`src/rtl/core/kcwd_pkg.sv`:
```
package kcwd_pkg;

    localparam int KEY_WORDS     = 16;
    localparam int KEYFILE_WORDS = 128;
    localparam int KEY_IDX_W     = $clog2(KEY_WORDS);
    localparam int KF_IDX_W      = $clog2(KEYFILE_WORDS);
    localparam int WORD_W        = 64;
    localparam int OPCODE_W      = 2;

    // fixed key table entries used by a start item
    localparam logic [KEY_IDX_W-1:0] START_CHAIN_IDX = KEY_IDX_W'(3);
    localparam logic [KEY_IDX_W-1:0] MODE0_POS_IDX   = KEY_IDX_W'(6);
    localparam logic [KEY_IDX_W-1:0] MODE1_POS_IDX   = KEY_IDX_W'(4);
    localparam logic [3:0]           MODE1_POS_MASK  = 4'hD;

    typedef enum logic [OPCODE_W-1:0] {
        OP_LOAD_KEY     = 2'd0,
        OP_LOAD_KEYFILE = 2'd1,
        OP_START        = 2'd2,
        OP_DATA         = 2'd3
    } t_opcode;

    typedef enum logic {
        MODE_KEY_ONLY    = 1'b0,
        MODE_KEY_KEYFILE = 1'b1
    } t_mode;

    typedef struct packed {
        t_opcode             opcode;
        logic [KF_IDX_W-1:0] idx;
        logic [WORD_W-1:0]   word;
    } t_item;

    typedef struct packed {
        logic                key_we;
        logic                kf_we;
        logic [KF_IDX_W-1:0] idx;
        logic [WORD_W-1:0]   data;
    } t_tbl_wr;

    typedef struct packed {
        logic [WORD_W-1:0] chain_seed;
        logic [3:0]        mode0_pos;
        logic [3:0]        mode1_pos;
    } t_key_taps;

endpackage

```
`src/rtl/core/kcwd_step.sv`:
```
module kcwd_step (
    input  logic                               i_clk,
    input  logic                               i_rst_n,
    input  logic                               i_fire,
    input  kcwd_pkg::t_item                    i_item,
    input  kcwd_pkg::t_mode                    i_mode,
    input  logic [kcwd_pkg::WORD_W-1:0]        i_key,
    input  logic [kcwd_pkg::WORD_W-1:0]        i_keyfile,
    input  kcwd_pkg::t_key_taps                i_taps,
    input  logic                               i_out_ready,
    output logic                               o_out_valid,
    output logic [kcwd_pkg::WORD_W-1:0]        o_plain,
    output logic                               o_out_free,
    output logic [kcwd_pkg::KF_IDX_W-1:0]      o_pos,
    output logic [kcwd_pkg::KF_IDX_W-1:0]      o_n_pos
);
    import kcwd_pkg::*;

    logic [WORD_W-1:0]   r_chain;
    logic [WORD_W-1:0]   n_chain;
    logic [KF_IDX_W-1:0] r_pos;
    logic [KF_IDX_W-1:0] n_pos;
    logic                r_out_valid;
    logic                n_out_valid;
    logic [WORD_W-1:0]   r_plain;

    logic [WORD_W-1:0]   k;
    logic [WORD_W-1:0]   c_xor;
    logic [WORD_W-1:0]   c_lane;
    logic [WORD_W-1:0]   plain;
    logic [WORD_W-1:0]   c_byte;
    logic [WORD_W-1:0]   c_mix;
    logic [WORD_W-1:0]   c_shl;
    logic [WORD_W-1:0]   c_half;
    logic [3:0]          pos_lo_inc;

    assign k     = (i_mode == MODE_KEY_KEYFILE) ? (i_key ^ i_keyfile) : i_key;
    assign c_xor = r_chain ^ k;
    assign c_lane = {c_xor[63:32] + k[63:32], c_xor[31:0] + k[31:0]};
    assign plain = i_item.word ^ c_lane;

    always_comb begin
        for (int b = 0; b < WORD_W / 8; b++) begin
            c_byte[8*b +: 8] = c_lane[8*b +: 8] + plain[8*b +: 8];
        end
    end

    assign c_mix = c_byte ^ plain;
    // each 32-bit lane shifts left by one, bits do not cross lanes
    assign c_shl = {c_mix[62:32], 1'b0, c_mix[30:0], 1'b0};

    always_comb begin
        for (int h = 0; h < WORD_W / 16; h++) begin
            c_half[16*h +: 16] = c_shl[16*h +: 16] + plain[16*h +: 16];
        end
    end

    assign pos_lo_inc = r_pos[3:0] + 4'd1;

    always_comb begin
        n_chain = r_chain;
        n_pos   = r_pos;
        if (i_fire) begin
            case (i_item.opcode)
                OP_START: begin
                    n_chain = i_taps.chain_seed;
                    if (i_mode == MODE_KEY_KEYFILE) begin
                        n_pos = {i_taps.mode1_pos & MODE1_POS_MASK, 3'b000};
                    end else begin
                        n_pos = {3'b000, i_taps.mode0_pos};
                    end
                end
                OP_DATA: begin
                    n_chain = c_half;
                    if (i_mode == MODE_KEY_KEYFILE) begin
                        n_pos = r_pos + KF_IDX_W'(1);
                    end else begin
                        n_pos = {3'b000, pos_lo_inc};
                    end
                end
                default: begin
                    n_chain = r_chain;
                    n_pos   = r_pos;
                end
            endcase
        end
    end

    assign o_out_free  = !r_out_valid || i_out_ready;
    assign n_out_valid = (i_fire && (i_item.opcode == OP_DATA)) ||
                         (r_out_valid && !i_out_ready);

    always_ff @(posedge i_clk) begin
        if (!i_rst_n) begin
            r_chain     <= '0;
            r_pos       <= '0;
            r_out_valid <= 1'b0;
        end else begin
            r_chain     <= n_chain;
            r_pos       <= n_pos;
            r_out_valid <= n_out_valid;
        end
    end

    always_ff @(posedge i_clk) begin
        if (i_fire && (i_item.opcode == OP_DATA)) begin
            r_plain <= plain;
        end
    end

    assign o_out_valid = r_out_valid;
    assign o_plain     = r_plain;
    assign o_pos       = r_pos;
    assign o_n_pos     = n_pos;

endmodule
```
`config.mk`:
```
export PLATFORM = sky130hd
export DESIGN_NAME = kcwd_step
export DESIGN_NICKNAME = d
export VERILOG_FILES = /design/src/rtl/core/kcwd_pkg.sv /design/src/rtl/core/kcwd_step.sv
export SDC_FILE = /design/constraint.sdc
export NUM_CORES = 1
export LEC_CHECK = 0
export ABC_CLOCK_PERIOD_IN_PS = 7200
export BUFFER_PORTS_ARGS = -buffer_cell sky130_fd_sc_hd__buf_4
export CORE_MARGIN = 1
export CORE_UTILIZATION = 50
export CTS_CLUSTER_DIAMETER = 100
export DETAILED_ROUTE_END_ITERATION = 6
export PLACE_DENSITY = 0.74
export SYNTH_ARGS = -nofsm -noshare
export SYNTH_HDL_FRONTEND = slang
export SYNTH_SLANG_ARGS = --single-unit
```
`constraint.sdc`:
```
create_clock -name i_clk -period 7.2 [get_ports i_clk]
set_clock_uncertainty 0.2 [all_clocks]
set_input_delay 0.36 -clock i_clk [delete_from_list [all_inputs] [get_ports i_clk]]
set_output_delay 0.36 -clock i_clk [all_outputs]
set_load 0.05 [all_outputs]
```
# After elaboration in Yosys (flattened, before gate mapping)
# Index checks and enable logic that the tools add are counted.
[classes] n_addsub=16 mul=0 n_reduce_logical=8 shift=0 mux=6 magnitude_cmp=0 n_bitwise=4 n_eq_ne=2 div_mod_pow=0
[op_table] op="$xor A64 B64 Y64" count=3
[op_table] op="$pmux W64 S2" count=1
[op_table] op="$add A16 B16 Y16" count=4
[op_table] op="$add A32 B32 Y32" count=2
[op_table] op="$mux W64" count=1
[op_table] op="$xor A63 B63 Y63" count=1
[op_table] op="$add A8 B8 Y8" count=7
[op_table] op="$mux W7" count=3
[op_table] op="$pmux W7 S2" count=1
[op_table] op="$add A7 B1 Y7 const B" count=1
[op_table] op="$add A7 B7 Y7" count=1
[op_table] op="$add A4 B1 Y4 const B" count=1
[op_table] op="$eq A2 B2 Y1 const B" count=2
[op_table] op="$logic_and A1 B1 Y1" count=2
[op_table] op="$logic_not A1 Y1" count=2
[op_table] op="$logic_or A1 B1 Y1" count=2
[op_table] op="$reduce_and A2 Y1" count=1
[op_table] op="$reduce_bool A2 Y1" count=1
[word_totals] ramBits=0 elab_cells=40 mem_bits_ro=0 reg_bits=136 latchBits=0 memories=0

# Logic depth before layout (Yosys ltp)
# Gate-level depths: netlist of the first run.
[depth] depth_word=9 depth_mapped=39 mapped_depth_nobuf=33

# Worst setup path after synthesis of the first run
# OpenSTA, ideal clock, no wires.
[synth_timing] path_type="input to register" start="in i_mode" end="reg r_chain[31]" required_time_ns=6.930 arrival_ns=6.754 path_buffers=6 path_stages=36 path_slack_ns=0.176 path_cell_list="buf_6 buf_2 buf_4 buf_2 buf_2 buf_2 nand2_1 xnor2_1 ha_1 a211o_1 a311o_1 a21o_1 and3_1 nor2_1 ha_1 nor2_1 a21oi_1 a21oi_1 a21oi_1 a21oi_1 a21oi_1 xnor2_1 ha_1 a21o_1 a21o_1 a2111oi_0 nor3_1 o31a_1 o21a_1 nor2_1 o21ai_1 a21o_1 a21oi_1 xor2_1 xnor3_1 a21oi_1"
[synth_via] elab_chain_cells=8
[synth_rtl] item="start, declared" line_no="kcwd_step.sv:6" text="input kcwd_pkg::t_mode i_mode,"
[synth_rtl] item="$mux W64 *" line_no="kcwd_step.sv:37" text="assign k = (i_mode == MODE_KEY_KEYFILE) ? (i_key ^ i_keyfile) : i_key;"
[synth_rtl] item="$xor A64 B64 Y64" line_no="kcwd_step.sv:38" text="assign c_xor = r_chain ^ k;"
[synth_rtl] item="$add A32 B32 Y32 *" line_no="kcwd_step.sv:39" text="assign c_lane = {c_xor[63:32] + k[63:32], c_xor[31:0] + k[31:0]};"
[synth_rtl] item="$xor A64 B64 Y64" line_no="kcwd_step.sv:40" text="assign plain = i_item.word ^ c_lane;"
[synth_rtl] item="$add A8 B8 Y8" line_no="kcwd_step.sv:44" text="c_byte[8*b +: 8] = c_lane[8*b +: 8] + plain[8*b +: 8];"
[synth_rtl] item="$xor A63 B63 Y63" line_no="kcwd_step.sv:48" text="assign c_mix = c_byte ^ plain;"
[synth_rtl] item="$add A16 B16 Y16 *" line_no="kcwd_step.sv:54" text="c_half[16*h +: 16] = c_shl[16*h +: 16] + plain[16*h +: 16];"
[synth_rtl] item="$pmux W64 S2 *" line_no="kcwd_step.sv:64" text="case (i_item.opcode)"
[synth_rtl] item="end signal, assigned" line_no="kcwd_step.sv:99" text="r_chain <= n_chain;"
[synth_rtl] item="end, declared" line_no="kcwd_step.sv:19" text="logic [WORD_W-1:0] r_chain;"
# Every way passes the cells marked *; elsewhere a longest branch is shown, timed or not.
# A chain may end at the register's enable or synchronous reset.

# Worst setup path after layout of the first run
# Same ends and word-level chain as after synthesis.

==> run summary, run 1 <==
Post-Layout Inst Area = 18400 um2
Flip-flop and latch count after synthesis = 136
Time the final worst path needs with I/O delays and setup = 6.65 ns
Worst EP arrival = 6.81 ns
Initial core utilization = 0.511
Number of I/O pins = 358
Final WS setup = 0.549 ns
Worst path required time = 7.36 ns
Hold Vio Cnt, Final = 0
Largest incremental delay on the critical path = 0.44 ns
Post-route DRC = 0
Clock latency of the later-clocked register in the worst-skew pair = 0.44 ns
Post-synth net total = 2169
Synth warn = 0
Flip-flop cell with the highest count after synthesis = dfxtp_1
Overall die area = 30200 um2
Placeable core region = 28900 um2
Number of rows created at floorplan = 62
Most used cells in the layout excluding fill and tap cells = 353 x buf_4, 190 x xnor2_1, 175 x inv_1
Fin nets = 2503
Total count of max-transition violations in the final report = 0
Synth area leaders = ha_1 14%, edfxtp_1 13%, xnor2_1 11%
Max_slew headroom = 0.325
TritonCTS sink count = 136
CTS tree = yes
Dominant cell type by area after synthesis = ha_1
HPWL reported at the end of detailed placement = 33.8 mm
Classification of the worst setup path = input port to flop
Class of the tightest hold or removal check = input port to flop
Clk pin slew, worst setup/hold paths = 0.06 ns
Worst slack at placement = 0.167 ns
Core utilization of the finished layout = 0.637
Cell type with the highest occurrence count on the critical path = a21oi_1
Startpoint types = input port
Proportion of layout cells with a drive suffix above 1 = 0.219
Final sum of negative setup slack = 0 ns
Area of the mapped netlist = 14800 um2
Die Width = 174 um
Wire length of the first global-routing pass = 68.7 mm
Input/output buffers = 345
Height of the chip = 174 um
Total setup buffers inserted after CTS = 0
Leakage power figure = 0.00837 uW
Number of search-and-repair iterations in the first detailed-routing pass = 5
Vias per Instance = 5.61
Via count of the first global-routing pass = 13755
Layout overhead on the synthesized area = 24.6%
Maximum clock frequency = 0.150 GHz
Clock buffer count from CTS = 17
Yosys cell types = 102
Number of enable-type register cells in the synthesized netlist = 64
Most common cell after layout, fill and taps aside = buf_4
Outcome = finished, final reports clean
Mapped Cells = 1722
Average footprint of a synthesized cell = 8.57 um2
Final worst path period share = 0.924
IR drop worst, VDD = 0.271 mV
Level count of the clock H-tree = 4
Worst path slowest cell = a2111oi_1
Cell area after placement = 17700 um2
Pin count of the biggest net entering global routing = 77
Initial antenna violation count = 1
Drt total wl = 43.7 mm
Remaining Overflow, GRT = 0
Via count = 13767
Placed cell count = 2414
Critical Path End Type = flop
Setup-failing EPs final = 0
Post-detailed-route count of antenna-violating nets = 0
Overall Global Routing Usage = 0.286
Clk Tree Root Cell = clkbuf_16
Iter 0 DRT Violations = 788
Share of synthesized flip-flops with an asynchronous set or reset = 0
Final non-filler cell total = 2454
Fraction of post-synthesis cell area in the top cell type by area = 0.140
Weighted congestion at the end of routability-driven global placement = 0.942
Sequential share of the synthesized area = 0.228
Unrepaired setup endpoints after global routing = false
Ratio of total power to cell area = 397 nW/um2
Number of maximum-capacitance violations = 0
Fillcell total = 2443
Transition time of the tightest slew-check pin = 1.01 ns
Largest driver fanout on the critical path = 14
Clock Tree Buf Depth = 2
Avg WL per Cell = 17.8 um
-- cells by family after synthesis --
kind of cell    share of synthesized area
simple gates                        0.144
compound gates                      0.213
xor+xnor                            0.183
buf+inv                            0.0606
fa+ha+maj                           0.145
flops                               0.228
mux                                0.0258
-- layout make-up --
type                       count  area [um2]  share of cell area
clock buffer                  19         443              0.0241
inverter                     177         664              0.0361
timing repair buffer         361        2740               0.149
antenna                        1        2.50            0.000136
clock inverter                13         179             0.00973
tap                          384         480              0.0261
multi-input combinational   1363       10500               0.572
sequential                   136        3360               0.183
-- Yosys cell counts, drive strengths merged, types with 10 or more instances --
| cell type | n |
|---|---|
| dfxtp | 72 |
| nor2b | 17 |
| nand2 | 156 |
| nor2 | 111 |
| xor2 | 87 |
| a31oi | 12 |
| o221ai | 28 |
| mux2i | 32 |
| and3 | 10 |
| a21boi | 40 |
| o211a | 19 |
| nand2b | 28 |
| buf | 19 |
| o31ai | 12 |
| or2 | 16 |
| clkbuf | 27 |
| edfxtp | 64 |
| inv | 176 |
| a211o | 13 |
| xnor2 | 199 |
| and2 | 11 |
| o21ai | 67 |
| and3b | 11 |
| o22ai | 15 |
| nor3 | 27 |
| a21o | 21 |
| a21oi | 93 |
| o21a | 20 |
| nand3 | 16 |
| a211oi | 10 |
| ha | 165 |
-- layer usage --
layer | vias to the layer above | global-route usage | part of all wire
met2 | 522 | 0.493 | 0.48
li1 | 6744 | - | -
met4 | 0 | 0.119 | 0.036
met1 | 6404 | 0.356 | 0.42
met5 | - | 0 | 0
met3 | 97 | 0.0390 | 0.065
-- stage by stage --
step | hold WS [ns] | total power (uW)
3_5_place_dp | 0.285 | 6220
3_3_place_gp | 0.274 | 6080
4_1_cts | 0.000728 | 7240
2_1_floorplan | 0.257 | 5110
5_1_grt | 0.0226 | 7900
6_report | 0.0190 | 7300
-- worst max-delay path: cells and delay by family --
kind                     cells  cell delay (ns)
adder cells (fa/ha/maj)      3             0.62
XOR/XNOR                     4             1.01
buffers and inverters        2             0.36
AO/OA/AOI/OAI               16             3.61
AND/OR/NAND/NOR              5             0.84
-- worst paths after layout --
path,from,to,slack [ns],depth (start not counted)
min,i_taps[24],r_chain[16]$_SDFFE_PN0P_,0.02,3
max reg2reg,r_chain[36]$_SDFFE_PN0P_,r_chain[62]$_SDFFE_PN0P_,0.64,29
max,i_mode,r_chain[31]$_SDFFE_PN0P_,0.55,30
min reg2reg,r_chain[26]$_SDFFE_PN0P_,r_chain[26]$_SDFFE_PN0P_,0.30,2
-- report_power, final --
part	internal, uW	switching [uW]	total (uW)
Clock	587	374	961
Combinational	2350	2930	5280
Sequential	967	93.3	1060
-- timing repair --
| item | in CTS | in global routing |
|---|---|---|
| gates resized for setup | 0 | 3 |
| endpoints found under the hold margin | 7 | 0 |
| hold buffers | 7 | 0 |
| endpoints found under the setup margin | 0 | 1 |
-- sequential cells by signal (all words and copies together), names as in the netlist --
register and flops:
o_plain 64, r_chain 64, o_pos 7, o_out_valid 1
No activity file was read; power rests on OpenSTA's default activity.
==> inputs of run 2 (changes only) <==
--- a/config.mk
+++ b/config.mk
@@ -12,6 +12,7 @@
 export CTS_CLUSTER_DIAMETER = 100
 export DETAILED_ROUTE_END_ITERATION = 6
 export PLACE_DENSITY = 0.74
+export RECOVER_POWER = 100
 export SYNTH_ARGS = -nofsm -noshare
 export SYNTH_HDL_FRONTEND = slang
 export SYNTH_SLANG_ARGS = --single-unit
==> run 2 against run 1 <==
The run now ends with capacitance limit, slew limit left. Combinational power is 0.9% lower. First-iteration DRC count is 3.3% lower. Fmax is 1.7% lower. Count of clock-buffer cells in the layout stayed put. Utilization is 1.5 points lower. Sequential cell count stayed put. Via count is 0.34% higher. Critical path depth is 2 lower. Cell area is 2.4% lower. Hold slack better by 0.0026 ns. Largest cell class unchanged.
==> run summary, run 2 (synthesis results as in run 1) <==
Outcome = finished, violations left (was finished, final reports clean)
Violations in the final reports = capacitance limit, slew limit
Avg WL per Cell = 17.8 um (about the same)
Class of the tightest hold or removal check = input port to flop (unchanged)
Endpoint of the lowest-slack register-to-register path = r_chain[30]$_SDFFE_PN0P_ (was r_chain[62]$_SDFFE_PN0P_)
Post-route DRC = 0 (unchanged)
Ratio of total power to cell area = 404 nW/um2 (was 397 nW/um2)
Largest incremental delay on the critical path = 0.53 ns (was 0.44 ns)
Pwr Total = 7250 uW (was 7300 uW)
Startpoint of the most critical register-to-register path = r_chain[0]$_SDFFE_PN0P_ (was r_chain[36]$_SDFFE_PN0P_)
Clock latency of the later-clocked register in the worst-skew pair = 0.44 ns (about the same)
Number of maximum-capacitance violations = 3 (was 0)
Critical Path End Type = flop (unchanged)
Cell area after placement = 17700 um2 (unchanged)
Maximum clock frequency = 0.148 GHz (was 0.150 GHz)
Worst path required time = 7.36 ns (about the same)
Classification of the worst setup path = input port to flop (unchanged)
Largest driver fanout on the critical path = 14 (unchanged)
Leakage power figure = 0.00804 uW (was 0.00837 uW)
Startpoint types = input port (unchanged)
Initial antenna violation count = 1 (unchanged)
Clk Tree Root Cell = clkbuf_16 (unchanged)
Total count of max-transition violations in the final report = 108 (was 0)
Final WS setup = 0.435 ns (was 0.549 ns)
Fillcell total = 2542 (was 2443)
Layout overhead on the synthesized area = 21.7% (was 24.6%)
Proportion of layout cells with a drive suffix above 1 = 0.171 (was 0.219)
Number of rows created at floorplan = 62 (unchanged)
Unrepaired setup endpoints after global routing = false (unchanged)
Transition time of the tightest slew-check pin = 2.33 ns (was 1.01 ns)
CTS tree = yes (unchanged)
Wire length of the first global-routing pass = 68.7 mm (unchanged)
Most used cells in the layout excluding fill and tap cells = 271 x buf_4, 190 x xnor2_1, 176 x inv_1 (was 353 x buf_4, 190 x xnor2_1, 175 x inv_1)
Input/output buffers = 345 (unchanged)
Reg2Reg Setup Slack = 0.57 ns (was 0.64 ns)
Final Hold Slack = 0.0216 ns (was 0.0190 ns)
Number of cells traversed by the worst hold path = 3 (unchanged)
IR drop worst, VDD = 0.263 mV (was 0.271 mV)
Iter 0 DRT Violations = 762 (was 788)
Level count of the clock H-tree = 4 (unchanged)
Clk pin slew, worst setup/hold paths = 0.06 ns (about the same)
Worst EP arrival = 6.92 ns (was 6.81 ns)
Via count of the first global-routing pass = 13755 (unchanged)
Most common cell after layout, fill and taps aside = buf_4 (unchanged)
Worst path slowest cell = o31ai_1 (was a2111oi_1)
Number of I/O pins = 358 (unchanged)
Pin count of the biggest net entering global routing = 77 (unchanged)
Path length in cells of the critical path = 28 (was 30)
Drt total wl = 43.7 mm (about the same)
Clock buffer count from CTS = 17 (unchanged)
Final sum of negative setup slack = 0 ns (unchanged)
Via count = 13814 (was 13767)
Remaining Overflow, GRT = 0 (unchanged)
Post-Layout Inst Area = 18000 um2 (was 18400 um2)
Final worst path period share = 0.940 (was 0.924)
Placeable core region = 28900 um2 (unchanged)
Time the final worst path needs with I/O delays and setup = 6.77 ns (was 6.65 ns)
Origin of the worst setup path = i_mode (unchanged)
Weighted congestion at the end of routability-driven global placement = 0.942 (unchanged)
Fin nets = 2503 (unchanged)
TritonCTS sink count = 136 (unchanged)
Max_slew headroom = -0.553 (was 0.325)
Die Width = 174 um (unchanged)
R2R cell count = 28 (was 29)
Initial core utilization = 0.511 (unchanged)
CP delay by family, top = compound AO/OA/AOI/OAI gates (unchanged)
Hold Vio Cnt, Final = 0 (unchanged)
Height of the chip = 174 um (unchanged)
Worst slack at placement = 0.167 ns (unchanged)
Crit path buffers/inverters = 3 (was 2)
Timing endpoint of the critical path = r_chain[31]$_SDFFE_PN0P_ (unchanged)
Overall Global Routing Usage = 0.286 (unchanged)
Post-detailed-route count of antenna-violating nets = 0 (unchanged)
Vias per Instance = 5.63 (was 5.61)
Setup-failing EPs final = 0 (unchanged)
HPWL reported at the end of detailed placement = 33.8 mm (unchanged)
Clock Tree Buf Depth = 2 (unchanged)
Overall die area = 30200 um2 (unchanged)
Number of search-and-repair iterations in the first detailed-routing pass = 5 (unchanged)
==> run 2: cell type report <==
type | count | area [um2] | area share
Clock inverter | 13 | 179 | 0.00997
Multi-Input combinational cell | 1363 | 10400 | 0.579
Inverter | 177 | 664 | 0.0370
Timing Repair Buffer | 361 | 2430 | 0.136
Sequential cell | 136 | 3360 | 0.187
Antenna cell | 1 | 2.50 | 0.000139
Clock buffer | 19 | 443 | 0.0247
Tap cell | 384 | 480 | 0.0268
==> run 2: worst min path at each step <==
stage,slack (ns),from,to
finish,0.02,i_taps[24],r_chain[16]$_SDFFE_PN0P_
global placement,0.27,r_chain[59]$_SDFFE_PN0P_,r_chain[59]$_SDFFE_PN0P_
global route,0.02,i_taps[24],r_chain[16]$_SDFFE_PN0P_
CTS,0.0007,i_taps[24],r_chain[16]$_SDFFE_PN0P_
floorplan,0.26,r_chain[60]$_SDFFE_PN0P_,r_chain[60]$_SDFFE_PN0P_
detailed placement,0.29,r_chain[63]$_SDFFE_PN0P_,r_chain[63]$_SDFFE_PN0P_
==> run 2: what timing repair did <==
action | CTS | global route
setup endpoints to repair | 0 | 1
hold buffers | 7 | 0
resized for setup | 0 | 3
buffers inserted | 0 | 0
hold endpoints to repair | 7 | 0
==> run 2: layer usage <==
metal  global-route usage  wire, um  vias to the layer above  part of all wire
met5                    0         0                        -                 0
met4                0.119      1530                        0             0.035
met3               0.0390      2720                       94             0.062
met2                0.493     20800                      494              0.48
met1                0.356     18600                     6484              0.43
li1                     -         -                     6742                 -
==> run 2: where the power goes <==
| group | leakage, uW | internal (uW) | total (uW) | switching, uW |
|---|---|---|---|---|
| combinational | 0.00657 | 2310 | 5230 | 2920 |
| sequential | 0.00118 | 967 | 1060 | 91.5 |
| clock | 0.000295 | 587 | 960 | 373 |
==> run 2: through the flow <==
stage / utilization / cells
2_1_floorplan: - / 1722
3_3_place_gp: 0.613 / 2414
3_5_place_dp: 0.613 / 2414
4_1_cts: 0.637 / 2453
5_1_grt: 0.622 / 2454
6_report: 0.622 / 2454
==> run 2: worst reg2reg max path: cells and delay by family (launching register included) <==
family | cells | cell delay, ns
AOI/OAI and AO/OA | 15 | 3.47
adders and majority gates | 4 | 1.07
xor gates and xnor gates | 3 | 0.64
and+or+nand+nor | 4 | 0.45
DFF | 1 | 0.38
muxes | 1 | 0.15
buffers and inverters | 1 | 0.06
